File: src/hw/rtl/indexed_operand_stack_defines.svh
// Assertion macros for the indexed operand stack.
// Used by indexed_operand_stack.sv; expects clk_i and rst_ni in scope.
`ifndef INDEXED_OPERAND_STACK_DEFINES_SVH
`define INDEXED_OPERAND_STACK_DEFINES_SVH

// Same-cycle implication, disabled during reset.
`define IOS_ASSERT_IMP(lbl, ante, cons) \
  lbl: assert property (@(posedge clk_i) disable iff (!rst_ni) (ante) |-> (cons)) \
    else $error("ios: same-cycle check failed");

// Next-cycle implication, disabled during reset.
`define IOS_ASSERT_NXT(lbl, ante, cons) \
  lbl: assert property (@(posedge clk_i) disable iff (!rst_ni) (ante) |=> (cons)) \
    else $error("ios: next-cycle check failed");

`endif

File: src/hw/rtl/ios_pkg.sv
// Shared types and codes for the indexed operand stack.
// No dependencies; used by the interfaces, sequencer and top level.
`default_nettype none

package ios_pkg;

  localparam int unsigned ValueW  = 64;
  localparam int unsigned TypeW   = 3;
  localparam int unsigned ActionW = 4;
  localparam int unsigned PosW    = 6;
  localparam int unsigned CountW  = 6;

  typedef enum logic [ActionW-1:0] {
    ACT_PUSH   = 4'd0,
    ACT_INSERT = 4'd1,
    ACT_POP    = 4'd2,
    ACT_CLEAR  = 4'd3,
    ACT_DUP    = 4'd4,
    ACT_SWAP   = 4'd5,
    ACT_READ   = 4'd6,
    ACT_REMOVE = 4'd7,
    ACT_PRINT  = 4'd8,
    ACT_DUMP   = 4'd9
  } action_e;

  typedef enum logic [2:0] {
    ERR_OK       = 3'd0,
    ERR_FEW      = 3'd1,
    ERR_RANGE    = 3'd2,
    ERR_NOT_INT8 = 3'd3,
    ERR_OVERFLOW = 3'd4
  } err_e;

  localparam logic [TypeW-1:0] TYPE_INT8 = 3'd0;

  // One stack entry as stored in the RAM.
  typedef struct packed {
    logic signed [ValueW-1:0] value;
    logic [TypeW-1:0]         etype;
  } entry_t;

  // One result on its way to the output register.
  typedef struct packed {
    logic signed [ValueW-1:0] value;
    logic [TypeW-1:0]         etype;
    err_e                     err;
    logic [CountW-1:0]        count;
    logic                     last;
  } result_t;

endpackage

`default_nettype wire

File: src/hw/rtl/ios_if.sv
// Valid/ready channel interfaces of the indexed operand stack.
// Field widths come from ios_pkg.
`default_nettype none

interface ios_in_if;
  logic                                  valid;
  logic                                  ready;
  logic [ios_pkg::ActionW-1:0]           action;
  logic [ios_pkg::PosW-1:0]              position;
  logic signed [ios_pkg::ValueW-1:0]     operand_value;
  logic [ios_pkg::TypeW-1:0]             operand_type;

  modport source (output valid, action, position, operand_value, operand_type,
                  input ready);
  modport sink   (input valid, action, position, operand_value, operand_type,
                  output ready);
endinterface

interface ios_out_if;
  logic                                  valid;
  logic                                  ready;
  logic signed [ios_pkg::ValueW-1:0]     entry_value;
  logic [ios_pkg::TypeW-1:0]             entry_type;
  logic [2:0]                            error_code;
  logic [ios_pkg::CountW-1:0]            stack_count;
  logic                                  last_result;

  modport source (output valid, entry_value, entry_type, error_code, stack_count,
                  last_result, input ready);
  modport sink   (input valid, entry_value, entry_type, error_code, stack_count,
                  last_result, output ready);
endinterface

`default_nettype wire

File: src/hw/rtl/indexed_operand_stack.sv
// Indexed operand stack top level: sequencer plus output register.
// Depends on ios_pkg, ios_if, ios_ram, ios_seq and the defines header.
//
// Usage:
//   in_i  (sink): one transfer carries one action (push, insert, pop, clear,
//         dup, swap, read, remove, print, dump) with position and operand.
//   out_o (source): result transfers. Every action gives one result; dump
//         gives one per entry (one if empty), top first, with last_result on the final one.
//   Entries live in one RAM (value and type side by side, one write and one
//   registered read port); index 0 is the top, the bottom sits at address 0.
//   One action is in flight at a time: in_i.ready is high only while idle.
//   Path from input transfer to result in the output register: push, pop,
//   clear, errors and unknown codes go straight from decode to the result;
//   dup, print and read first take one RAM read; swap reads both top entries
//   and writes them back crosswise; insert or remove at index p moves p
//   entries with one RAM read/write each. Dump reads each entry, then hands
//   it off, top first. The next input transfer can come in the cycle after the last result is handed off.
//   The output register frees the sequencer: the next action is accepted
//   while a result still waits on out_o. If out_o stalls, the sequencer
//   holds its result and stops until the register drains.
//   Reset clears the entry count and all control; RAM contents are not
//   cleared, only entries below the count are ever read.
`default_nettype none

module indexed_operand_stack #(
  parameter int unsigned STACK_DEPTH = 32
) (
  input  wire logic clk_i,
  input  wire logic rst_ni,
  ios_in_if.sink    in_i,
  ios_out_if.source out_o
);

`include "indexed_operand_stack_defines.svh"

  logic             res_valid;
  logic             res_ready;
  ios_pkg::result_t res;

  logic             out_valid_q;
  ios_pkg::result_t out_data_q;

  ios_seq #(
    .STACK_DEPTH (STACK_DEPTH)
  ) u_seq (
    .clk_i       (clk_i),
    .rst_ni      (rst_ni),
    .in_i        (in_i),
    .res_valid_o (res_valid),
    .res_o       (res),
    .res_ready_i (res_ready)
  );

  // Output register: refills in the cycle it drains.
  assign res_ready = !out_valid_q || out_o.ready;

  always_ff @(posedge clk_i or negedge rst_ni) begin
    if (!rst_ni) begin
      out_valid_q <= 1'b0;
    end else if (res_ready) begin
      out_valid_q <= res_valid;
    end
  end

  always_ff @(posedge clk_i) begin
    if (res_valid && res_ready) begin
      out_data_q <= res;
    end
  end

  assign out_o.valid       = out_valid_q;
  assign out_o.entry_value = out_data_q.value;
  assign out_o.entry_type  = out_data_q.etype;
  assign out_o.error_code  = out_data_q.err;
  assign out_o.stack_count = out_data_q.count;
  assign out_o.last_result = out_data_q.last;

  // One action at a time: an input transfer closes the input.
  `IOS_ASSERT_NXT(a_one_in_flight, in_i.valid && in_i.ready, !in_i.ready)
  // Failed actions return no entry data.
  `IOS_ASSERT_IMP(a_err_no_data, res_valid && (res.err != ios_pkg::ERR_OK),
                  (res.value == '0) && (res.etype == '0))
  // Only a dump emits non-final results, and those never fail.
  `IOS_ASSERT_IMP(a_mid_ok, res_valid && !res.last, res.err == ios_pkg::ERR_OK)
  // A handed-off result lands in the output register.
  `IOS_ASSERT_NXT(a_handoff, res_valid && res_ready, out_valid_q)

endmodule

`default_nettype wire

File: src/hw/rtl/ios_ram.sv
// Generic simple dual-port RAM: one write port, one registered read port.
// No dependencies.
`default_nettype none

module ios_ram #(
  parameter int unsigned Width = 8,
  parameter int unsigned Depth = 2
) (
  input  wire logic                     clk_i,
  input  wire logic                     we_i,
  input  wire logic [$clog2(Depth)-1:0] waddr_i,
  input  wire logic [Width-1:0]         wdata_i,
  input  wire logic                     re_i,
  input  wire logic [$clog2(Depth)-1:0] raddr_i,
  output logic      [Width-1:0]         rdata_o
);

  logic [Width-1:0] mem_q [Depth];
  logic [Width-1:0] rdata_q;

  always_ff @(posedge clk_i) begin
    if (we_i) begin
      mem_q[waddr_i] <= wdata_i;
    end
    if (re_i) begin
      rdata_q <= mem_q[raddr_i];
    end
  end

  assign rdata_o = rdata_q;

endmodule

`default_nettype wire

File: src/hw/rtl/ios_seq.sv
// Sequencer of the indexed operand stack: decodes one action, walks the
// entry RAM (read, modify, write back) and hands results out one by one.
// Depends on ios_pkg, ios_if and ios_ram.
`default_nettype none

module ios_seq #(
  parameter int unsigned STACK_DEPTH = 32
) (
  input  wire logic        clk_i,
  input  wire logic        rst_ni,
  ios_in_if.sink           in_i,
  output logic             res_valid_o,
  output ios_pkg::result_t res_o,
  input  wire logic        res_ready_i
);

  localparam int unsigned CntW = $clog2(STACK_DEPTH + 1);
  localparam int unsigned AddrW = $clog2(STACK_DEPTH);
  localparam int unsigned CmpW = (CntW > ios_pkg::PosW) ? CntW : ios_pkg::PosW;

  localparam logic [3:0] S_IDLE   = 4'd0;
  localparam logic [3:0] S_DECODE = 4'd1;
  localparam logic [3:0] S_UP     = 4'd2;
  localparam logic [3:0] S_PLACE  = 4'd3;
  localparam logic [3:0] S_DUPW   = 4'd4;
  localparam logic [3:0] S_SWAP1  = 4'd5;
  localparam logic [3:0] S_SWAP2  = 4'd6;
  localparam logic [3:0] S_SWAP3  = 4'd7;
  localparam logic [3:0] S_FETCH  = 4'd8;
  localparam logic [3:0] S_DOWN   = 4'd9;
  localparam logic [3:0] S_PRINT  = 4'd10;
  localparam logic [3:0] S_DUMP   = 4'd11;
  localparam logic [3:0] S_EMIT   = 4'd12;

  logic [3:0]                        state_q, state_d;
  logic [CntW-1:0]                   cnt_q, cnt_d;
  logic [AddrW-1:0]                  ptr_q, ptr_d;
  logic [CntW-1:0]                   rem_q, rem_d;
  ios_pkg::entry_t                   tmp_q, tmp_d;
  ios_pkg::result_t                  res_q, res_d;

  logic [ios_pkg::ActionW-1:0]       act_q;
  logic [ios_pkg::PosW-1:0]          pos_q;
  logic signed [ios_pkg::ValueW-1:0] val_q;
  logic [ios_pkg::TypeW-1:0]         typ_q;

  logic                              ram_we, ram_re;
  logic [AddrW-1:0]                  ram_waddr, ram_raddr;
  ios_pkg::entry_t                   ram_wdata, ram_rdata;
  logic [$bits(ios_pkg::entry_t)-1:0] ram_rdata_raw;

  logic                              full, empty, few2;
  logic [CmpW-1:0]                   cnt_x, pos_x;
  logic [AddrW-1:0]                  top_addr, cnt_addr, below_addr, idx_addr;
  logic [CntW-1:0]                   tgt;

  assign in_i.ready = (state_q == S_IDLE);
  assign ram_rdata  = ios_pkg::entry_t'(ram_rdata_raw);

  assign full       = (cnt_q == CntW'(STACK_DEPTH));
  assign empty      = (cnt_q == '0);
  assign few2       = (cnt_q < CntW'(2));
  assign cnt_x      = CmpW'(cnt_q);
  assign pos_x      = CmpW'(pos_q);
  assign top_addr   = AddrW'(cnt_q - CntW'(1));
  assign below_addr = AddrW'(cnt_q - CntW'(2));
  assign cnt_addr   = AddrW'(cnt_q);
  assign tgt        = cnt_q - CntW'(pos_q);
  assign idx_addr   = AddrW'(tgt - CntW'(1));

  // Item capture (payload only) plus the datapath registers, none of them reset.
  always_ff @(posedge clk_i) begin
    if (in_i.valid && in_i.ready) begin
      act_q <= in_i.action;
      pos_q <= in_i.position;
      val_q <= in_i.operand_value;
      typ_q <= in_i.operand_type;
    end
    ptr_q <= ptr_d;
    rem_q <= rem_d;
    tmp_q <= tmp_d;
    res_q <= res_d;
  end

  always_ff @(posedge clk_i or negedge rst_ni) begin
    if (!rst_ni) begin
      state_q <= S_IDLE;
      cnt_q   <= '0;
    end else begin
      state_q <= state_d;
      cnt_q   <= cnt_d;
    end
  end

  always_comb begin
    state_d   = state_q;
    cnt_d     = cnt_q;
    ptr_d     = ptr_q;
    rem_d     = rem_q;
    tmp_d     = tmp_q;
    res_d     = res_q;
    ram_we    = 1'b0;
    ram_waddr = ptr_q;
    ram_wdata = ram_rdata;
    ram_re    = 1'b0;
    ram_raddr = ptr_q;

    unique case (state_q)
      S_IDLE: begin
        if (in_i.valid) begin
          state_d = S_DECODE;
        end
      end

      S_DECODE: begin
        res_d      = '0;
        res_d.err  = ios_pkg::ERR_OK;
        res_d.last = 1'b1;
        state_d    = S_EMIT;
        unique case (act_q) inside
          ios_pkg::ACT_PUSH: begin
            if (full) begin
              res_d.err = ios_pkg::ERR_OVERFLOW;
            end else begin
              ram_we    = 1'b1;
              ram_waddr = cnt_addr;
              ram_wdata = '{value: val_q, etype: typ_q};
              cnt_d     = cnt_q + CntW'(1);
            end
          end
          ios_pkg::ACT_INSERT: begin
            if (pos_x > cnt_x) begin
              res_d.err = ios_pkg::ERR_RANGE;
            end else if (full) begin
              res_d.err = ios_pkg::ERR_OVERFLOW;
            end else if (pos_q == '0) begin
              ptr_d   = cnt_addr;
              state_d = S_PLACE;
            end else begin
              ram_re    = 1'b1;
              ram_raddr = top_addr;
              ptr_d     = top_addr;
              rem_d     = CntW'(pos_q);
              state_d   = S_UP;
            end
          end
          ios_pkg::ACT_POP: begin
            if (empty) begin
              res_d.err = ios_pkg::ERR_FEW;
            end else begin
              cnt_d = cnt_q - CntW'(1);
            end
          end
          ios_pkg::ACT_CLEAR: begin
            cnt_d = '0;
          end
          ios_pkg::ACT_DUP: begin
            if (empty) begin
              res_d.err = ios_pkg::ERR_FEW;
            end else if (full) begin
              res_d.err = ios_pkg::ERR_OVERFLOW;
            end else begin
              ram_re    = 1'b1;
              ram_raddr = top_addr;
              state_d   = S_DUPW;
            end
          end
          ios_pkg::ACT_SWAP: begin
            if (few2) begin
              res_d.err = ios_pkg::ERR_FEW;
            end else begin
              ram_re    = 1'b1;
              ram_raddr = top_addr;
              state_d   = S_SWAP1;
            end
          end
          ios_pkg::ACT_READ, ios_pkg::ACT_REMOVE: begin
            if (empty) begin
              res_d.err = ios_pkg::ERR_FEW;
            end else if (pos_x >= cnt_x) begin
              res_d.err = ios_pkg::ERR_RANGE;
            end else begin
              ram_re    = 1'b1;
              ram_raddr = idx_addr;
              ptr_d     = idx_addr;
              rem_d     = CntW'(pos_q);
              state_d   = S_FETCH;
            end
          end
          ios_pkg::ACT_PRINT: begin
            if (empty) begin
              res_d.err = ios_pkg::ERR_FEW;
            end else begin
              ram_re    = 1'b1;
              ram_raddr = top_addr;
              state_d   = S_PRINT;
            end
          end
          ios_pkg::ACT_DUMP: begin
            if (!empty) begin
              ram_re    = 1'b1;
              ram_raddr = top_addr;
              ptr_d     = top_addr;
              state_d   = S_DUMP;
            end
          end
          default: begin
            // unused action codes: no-op, plain OK result
          end
        endcase
      end

      // insert: move entries one slot up, top first, one per cycle
      S_UP: begin
        ram_we    = 1'b1;
        ram_waddr = ptr_q + AddrW'(1);
        ram_wdata = ram_rdata;
        if (rem_q > CntW'(1)) begin
          ram_re    = 1'b1;
          ram_raddr = ptr_q - AddrW'(1);
          ptr_d     = ptr_q - AddrW'(1);
          rem_d     = rem_q - CntW'(1);
        end else begin
          state_d = S_PLACE;
        end
      end

      S_PLACE: begin
        ram_we    = 1'b1;
        ram_waddr = ptr_q;
        ram_wdata = '{value: val_q, etype: typ_q};
        cnt_d     = cnt_q + CntW'(1);
        state_d   = S_EMIT;
      end

      S_DUPW: begin
        ram_we    = 1'b1;
        ram_waddr = cnt_addr;
        ram_wdata = ram_rdata;
        cnt_d     = cnt_q + CntW'(1);
        state_d   = S_EMIT;
      end

      S_SWAP1: begin
        tmp_d     = ram_rdata;
        ram_re    = 1'b1;
        ram_raddr = below_addr;
        state_d   = S_SWAP2;
      end

      S_SWAP2: begin
        ram_we    = 1'b1;
        ram_waddr = top_addr;
        ram_wdata = ram_rdata;
        state_d   = S_SWAP3;
      end

      S_SWAP3: begin
        ram_we    = 1'b1;
        ram_waddr = below_addr;
        ram_wdata = tmp_q;
        state_d   = S_EMIT;
      end

      S_FETCH: begin
        res_d.value = ram_rdata.value;
        res_d.etype = ram_rdata.etype;
        state_d     = S_EMIT;
        if (act_q == ios_pkg::ACT_REMOVE) begin
          if (rem_q == '0) begin
            cnt_d = cnt_q - CntW'(1);
          end else begin
            ram_re    = 1'b1;
            ram_raddr = ptr_q + AddrW'(1);
            ptr_d     = ptr_q + AddrW'(1);
            state_d   = S_DOWN;
          end
        end
      end

      // remove: close the gap, moving entries above it one slot down
      S_DOWN: begin
        ram_we    = 1'b1;
        ram_waddr = ptr_q - AddrW'(1);
        ram_wdata = ram_rdata;
        if (rem_q > CntW'(1)) begin
          ram_re    = 1'b1;
          ram_raddr = ptr_q + AddrW'(1);
          ptr_d     = ptr_q + AddrW'(1);
          rem_d     = rem_q - CntW'(1);
        end else begin
          cnt_d   = cnt_q - CntW'(1);
          state_d = S_EMIT;
        end
      end

      S_PRINT: begin
        if (ram_rdata.etype != ios_pkg::TYPE_INT8) begin
          res_d.err = ios_pkg::ERR_NOT_INT8;
        end else begin
          res_d.value = ram_rdata.value;
        end
        state_d = S_EMIT;
      end

      S_DUMP: begin
        res_d.value = ram_rdata.value;
        res_d.etype = ram_rdata.etype;
        res_d.err   = ios_pkg::ERR_OK;
        res_d.last  = (ptr_q == '0);
        state_d     = S_EMIT;
      end

      S_EMIT: begin
        if (res_ready_i) begin
          if (res_q.last) begin
            state_d = S_IDLE;
          end else begin
            ram_re    = 1'b1;
            ram_raddr = ptr_q - AddrW'(1);
            ptr_d     = ptr_q - AddrW'(1);
            state_d   = S_DUMP;
          end
        end
      end

      default: begin
        state_d = S_IDLE;
      end
    endcase
  end

  always_comb begin
    res_o       = res_q;
    res_o.count = ios_pkg::CountW'(cnt_q);
  end
  assign res_valid_o = (state_q == S_EMIT);

  ios_ram #(
    .Width ($bits(ios_pkg::entry_t)),
    .Depth (STACK_DEPTH)
  ) u_ram (
    .clk_i   (clk_i),
    .we_i    (ram_we),
    .waddr_i (ram_waddr),
    .wdata_i (ram_wdata),
    .re_i    (ram_re),
    .raddr_i (ram_raddr),
    .rdata_o (ram_rdata_raw)
  );

endmodule

`default_nettype wire
File: src/flat_wrapper.sv
// flat-port wrapper written by rule: the top's interface ports become plain ports
module indexed_operand_stack_flat 
#(
  parameter int unsigned STACK_DEPTH = 32
)
  (clk_i, rst_ni, in_i_valid, in_i_action, in_i_position, in_i_operand_value, in_i_operand_type, in_i_ready, out_o_valid, out_o_entry_value, out_o_entry_type, out_o_error_code, out_o_stack_count, out_o_last_result, out_o_ready);
  ios_in_if in_i_i ();
  ios_out_if out_o_i ();
  input  wire logic clk_i;
  input  wire logic rst_ni;
  input wire logic [$bits(in_i_i.valid)-1:0] in_i_valid;
  input wire logic [$bits(in_i_i.action)-1:0] in_i_action;
  input wire logic [$bits(in_i_i.position)-1:0] in_i_position;
  input wire logic [$bits(in_i_i.operand_value)-1:0] in_i_operand_value;
  input wire logic [$bits(in_i_i.operand_type)-1:0] in_i_operand_type;
  output wire logic [$bits(in_i_i.ready)-1:0] in_i_ready;
  output wire logic [$bits(out_o_i.valid)-1:0] out_o_valid;
  output wire logic [$bits(out_o_i.entry_value)-1:0] out_o_entry_value;
  output wire logic [$bits(out_o_i.entry_type)-1:0] out_o_entry_type;
  output wire logic [$bits(out_o_i.error_code)-1:0] out_o_error_code;
  output wire logic [$bits(out_o_i.stack_count)-1:0] out_o_stack_count;
  output wire logic [$bits(out_o_i.last_result)-1:0] out_o_last_result;
  input wire logic [$bits(out_o_i.ready)-1:0] out_o_ready;
  assign in_i_i.valid = in_i_valid;
  assign in_i_i.action = in_i_action;
  assign in_i_i.position = in_i_position;
  assign in_i_i.operand_value = in_i_operand_value;
  assign in_i_i.operand_type = in_i_operand_type;
  assign in_i_ready = in_i_i.ready;
  assign out_o_valid = out_o_i.valid;
  assign out_o_entry_value = out_o_i.entry_value;
  assign out_o_entry_type = out_o_i.entry_type;
  assign out_o_error_code = out_o_i.error_code;
  assign out_o_stack_count = out_o_i.stack_count;
  assign out_o_last_result = out_o_i.last_result;
  assign out_o_i.ready = out_o_ready;
  indexed_operand_stack #(.STACK_DEPTH(STACK_DEPTH)) u_core (.clk_i(clk_i), .rst_ni(rst_ni), .in_i(in_i_i), .out_o(out_o_i));
endmodule
File: config.mk
export PLATFORM = sky130hd
export DESIGN_NAME = indexed_operand_stack_flat
export DESIGN_NICKNAME = d
export VERILOG_FILES = /design/src/hw/rtl/ios_pkg.sv /design/src/hw/rtl/ios_if.sv /design/src/hw/rtl/indexed_operand_stack.sv /design/src/hw/rtl/ios_ram.sv /design/src/hw/rtl/ios_seq.sv /design/src/flat_wrapper.sv
export VERILOG_INCLUDE_DIRS = /design/src /design/src/hw/rtl
export SDC_FILE = /design/constraint.sdc
export NUM_CORES = 2
export LEC_CHECK = 0
export BUFFER_PORTS_ARGS = -buffer_cell sky130_fd_sc_hd__clkbuf_2
export CAP_MARGIN = 15
export CORE_ASPECT_RATIO = 0.5
export CORE_MARGIN = 2
export CORE_UTILIZATION = 60
export CTS_CLUSTER_DIAMETER = 200
export DETAILED_ROUTE_END_ITERATION = 7
export PLACE_DENSITY = 0.77
export SYNTH_ARGS = -nofsm -noshare
export SYNTH_HDL_FRONTEND = slang
export SYNTH_HIERARCHICAL = 1
export SYNTH_SLANG_ARGS = --single-unit
File: constraint.sdc
create_clock -name clk_i -period 13.5 [get_ports clk_i]
set_clock_uncertainty 0.1 [all_clocks]
set_input_delay 0.675 -clock clk_i [delete_from_list [all_inputs] [get_ports clk_i]]
set_output_delay 0.675 -clock clk_i [all_outputs]
set_load 0.1 [all_outputs]
==> summary.md <==
| Metric | Value |
|---|---|
| Clock buffer count from CTS | around 210 |
| Syn_nets | 5089 |
| Dpl hpwl | ~140000 µm |
| Setup TNS | 0 ns |
| Initial antenna violation count | 4 |
| Overflow after GRT | 0 |
| Post-route DRC violation count | 6 |
| Buf+Inv Stages, Crit Path | 4 |
| Max Used Layer | met5 |
| Pins Over Slew Limit | 0 |
| FF+latch count, synth | around 2500 |
| Slew @ Worst Pin | roughly 1.3 ns |
| Delay-heaviest family, CP | buffers and inverters |
| Die X | 574 µm |
| Most used flip-flop cell after synthesis | edfxtp_1 |
| Layout cells sized above 1 | ~17% |
| TritonRoute pass-1 iters | 8 |
| Max Clk Rate | roughly 140 MHz |
| Post-synthesis average cell area | slightly below 20 µm² |
| Worst hold path class | input pin to flop |
| MaxCap Viol Count | 0 |
| Nets | between 5000 and 6000 |
| Post-Place Cells | between 7000 and 8000 |
| Met1 wire length | 94800 µm |
| Area growth, synth to finish | 10.9% |
| Post-synth top area cell | edfxtp_1 |
| Critical path peak fanout | 102 |
| Most frequent cells in the layout | 2514 x edfxtp_1, 542 x mux2i_1, 354 x a22oi_1 |
| Initial core utilization | between 60% and 70% |
| Ys async rst share | less than 1% |
| Critical Path Start Type | flop |
| # setup viols final | 0 |
| Register clock-pin slew on the reported worst setup and hold paths | 0.07 ns |
| First-pass GRT wire length | 370000 µm |
| Violated checks | DRC |
| Top cells by area, synth | edfxtp_1 77%, mux4_2 6.2%, mux2i_1 5.6%, a22oi_1 2.7%, nand3_1 0.70% |
| WP data required | between 10 and 15 ns |
| Iteration-0 DRC Markers | a little under 9000 |
| Share of the synthesized area in the top cell type | a little under 80% |
| Area of the die | between 150000 and 200000 µm² |
| CP endpoint kind | flop |
| Synthesized area | just under 100000 µm² |
| Critical-path cell list | clkinv_1 > ha_1 > nand2_1 > o21ai_0 > o21a_1 > o21ai_0 > a31oi_1 > o21a_1 > a211o_4 > buf_4 > buf_4 > buf_12 > mux4_2 > a22o_1 > a31oi_1 > nand3_1 |
| Largest net degree at the start of global routing | 147 |
| Core area | between 150000 and 200000 µm² |
| WP data arrival | between 7 and 8 ns |
| Port Buffers | 159 |
| Total Routed Length | around 260000 µm |
| Via density | 7.04 |
| Num ports | 160 |
| Min Tclk post-route | ~7.3 ns |
| Final period utilization | between 50% and 60% |
| Antenna-violating nets left | 0 |
| Ys Warns | 6 |
| Most common cell after layout, fill and taps aside | edfxtp_1 |
| Post-CTS sizing | 0 |
| Final hold vios | 0 |
| Synth Instances | 4987 |
| Die Y | a little under 300 µm |
| Average wire per standard cell | 34.5 µm |
| Final instance count without filler cells | ~7600 |
| Seq/Total Area, Yosys | between 70% and 80% |
| Met2 Wirelength | about 120000 µm |
| Total GRT Usage | 31.4% |
| Post-synth EDFFs | 2514 |
| Distinct cells, synth | between 80 and 90 |
| Vias post-DR | roughly 53000 |
| Relative slew slack | between 10% and 20% |
| RSZ-0062 raised after global routing | no |
| CTS Sinks | approximately 2500 |
| GP Congestion | between 0.8 and 0.9 |
| Met3 WL | 37500 µm |
| CTS tree | built |
| Status | finished with violations |
| Row count | between 100 and 150 |
| Vias in the first global route | ~52000 |
| Clock buffer depth | 4 |
| Fillers | slightly below 10000 |
| Crit-path max cell delay | between 0.8 and 0.9 ns |
| H-tree Lvls | 4 |
| Root cell of the clock tree | clkbuf_16 |
| Worst-skew pair later-pin latency | approximately 0.85 ns |
| WS Path Type | flop to flop |
| Slowest-stage cell, CP | buf_4 |
==> sequential cells by signal (all words and copies together), names as in the netlist <==
name / flops
u_core/out_o.error_code: 3
u_core/u_seq/act_q: 4
u_core/u_seq/val_q: 64
u_core/out_o.entry_value: 64
u_core/u_seq/tmp_q: 67
u_core/out_o.entry_type: 3
u_core/u_seq/rem_q: 6
u_core/out_o.valid: 1
u_core/u_seq/state_q: 4
u_core/u_seq/u_ram/mem_q: 2144
u_core/u_seq/ptr_q: 5
u_core/out_o.stack_count: 6
u_core/u_seq/pos_q: 6
u_core/out_o.last_result: 1
u_core/u_seq/u_ram/rdata_o: 67
u_core/u_seq/cnt_q: 6
u_core/u_seq/res_o: 71
u_core/u_seq/typ_q: 3
==> routing by layer <==
layer	vias to the layer above	GRT usage, %
li1	21100	-
met1	27400	44.4
met2	4287	48.5
met3	629	8.07
met4	4	10.1
met5	-	0
==> synth_stat cells, types with 4 or more instances <==
| master | instances |
|---|---|
| or3b_2 | 4 |
| a31oi_1 | 45 |
| a22o_1 | 42 |
| a211oi_1 | 10 |
| a222oi_1 | 67 |
| mux2i_1 | 542 |
| or3_1 | 4 |
| buf_6 | 17 |
| a21o_1 | 6 |
| nand2b_1 | 13 |
| nor2_1 | 93 |
| a22oi_1 | 354 |
| inv_1 | 96 |
| nand3b_1 | 7 |
| edfxtp_1 | 2514 |
| and3_1 | 71 |
| a221oi_1 | 4 |
| nor3_1 | 18 |
| buf_1 | 12 |
| o22a_1 | 4 |
| a32oi_1 | 8 |
| mux4_2 | 268 |
| dfrtp_1 | 11 |
| o211ai_1 | 5 |
| buf_4 | 23 |
| a21oi_1 | 47 |
| o22ai_1 | 15 |
| a211o_1 | 4 |
| xor2_1 | 6 |
| nand3_1 | 137 |
| buf_2 | 114 |
| clkbuf_1 | 124 |
| ha_1 | 20 |
| and2_1 | 18 |
| nand4_1 | 39 |
| o21a_1 | 6 |
| o31ai_1 | 9 |
| nor2b_1 | 23 |
| nand2_1 | 62 |
| xnor2_1 | 14 |
| o21ai_0 | 51 |
==> cell families after synthesis <==
| group | count (synthesis) | share of synthesized area, % |
|---|---|---|
| muxes | 810 | 11.7 |
| and+or+nand+nor | 510 | 2.78 |
| xor gates and xnor gates | 20 | 0.180 |
| adders and majority gates | 21 | 0.277 |
| AOI/OAI and AO/OA | 711 | 5.48 |
| buffers and inverters | 390 | 1.87 |
| DFF | 2525 | 77.7 |
==> layout make-up <==
cell class | count | area [µm²] | area share (%)
Timing Repair Buffer | 354 | 2490 | 2.30
Clock inverter | 110 | 941 | 0.870
Inverter | 98 | 370 | 0.342
Clock buffer | 258 | 5480 | 5.06
Antenna cell | 3 | 7.51 | 0.00694
Multi-Input combinational cell | 2072 | 20400 | 18.9
Tap cell | 2173 | 2720 | 2.51
Sequential cell | 2525 | 75800 | 70.0
==> repair_timing <==
action | CTS | global route
endpoints found under the hold margin | 81 | 1
buffers inserted | 0 | 0
endpoints found under the setup margin | 0 | 0
hold buffers | 71 | 1
==> path summary, 6_finish.rpt <==
check,startpoint,end,slack (ns),depth (start not counted)
max,u_core/u_seq/cnt_q[4]$_DFFE_PN0P_,u_core/u_seq/u_ram/rdata_o[26]$_DFFE_PP_,6.19,16
min,in_i_operand_value[13],u_core/u_seq/val_q[13]$_DFFE_PP_,0.03,1
max reg2reg,u_core/u_seq/cnt_q[4]$_DFFE_PN0P_,u_core/u_seq/u_ram/rdata_o[26]$_DFFE_PP_,6.19,16
min reg2reg,u_core/u_seq/res_o[25]$_SDFFCE_PN0P_,u_core/out_o.entry_value[12]$_DFFE_PP_,0.32,0
max in group asynchronous,rst_ni,u_core/u_seq/cnt_q[1]$_DFFE_PN0P_,12.78,2
min in group asynchronous,rst_ni,u_core/out_o.valid$_DFFE_PN0P_,0.18,2
==> stage by stage <==
stage	setup WS (ns)	hold slack [ns]	utilization (%)	area (µm²)
after floorplan	7.22	0.279	-	97600
after global placement	6.36	0.302	62.7	101000
after detailed placement	6.18	0.305	62.7	101000
after CTS	6.22	0.00610	67.1	108000
after global routing	5.64	0.00868	67.1	108000
final	6.19	0.0311	67.1	108000
==> worst reg2reg max path: stages, from the launching register on <==
cell and delay [ns]:
dfrtp_1 0.64, clkinv_1 0.36, ha_1 0.42, nand2_1 0.06
o21ai_0 0.25, o21a_1 0.42, o21ai_0 0.25, a31oi_1 0.34
o21a_1 0.17, a211o_4 0.48, buf_4 0.65, buf_4 0.85
buf_12 0.74, mux4_2 0.81, a22o_1 0.27, a31oi_1 0.17
nand3_1 0.10
Power is left out: the tool's default activity adds up to more than one toggle a clock period on the data nets, which glitch-free logic cannot reach.
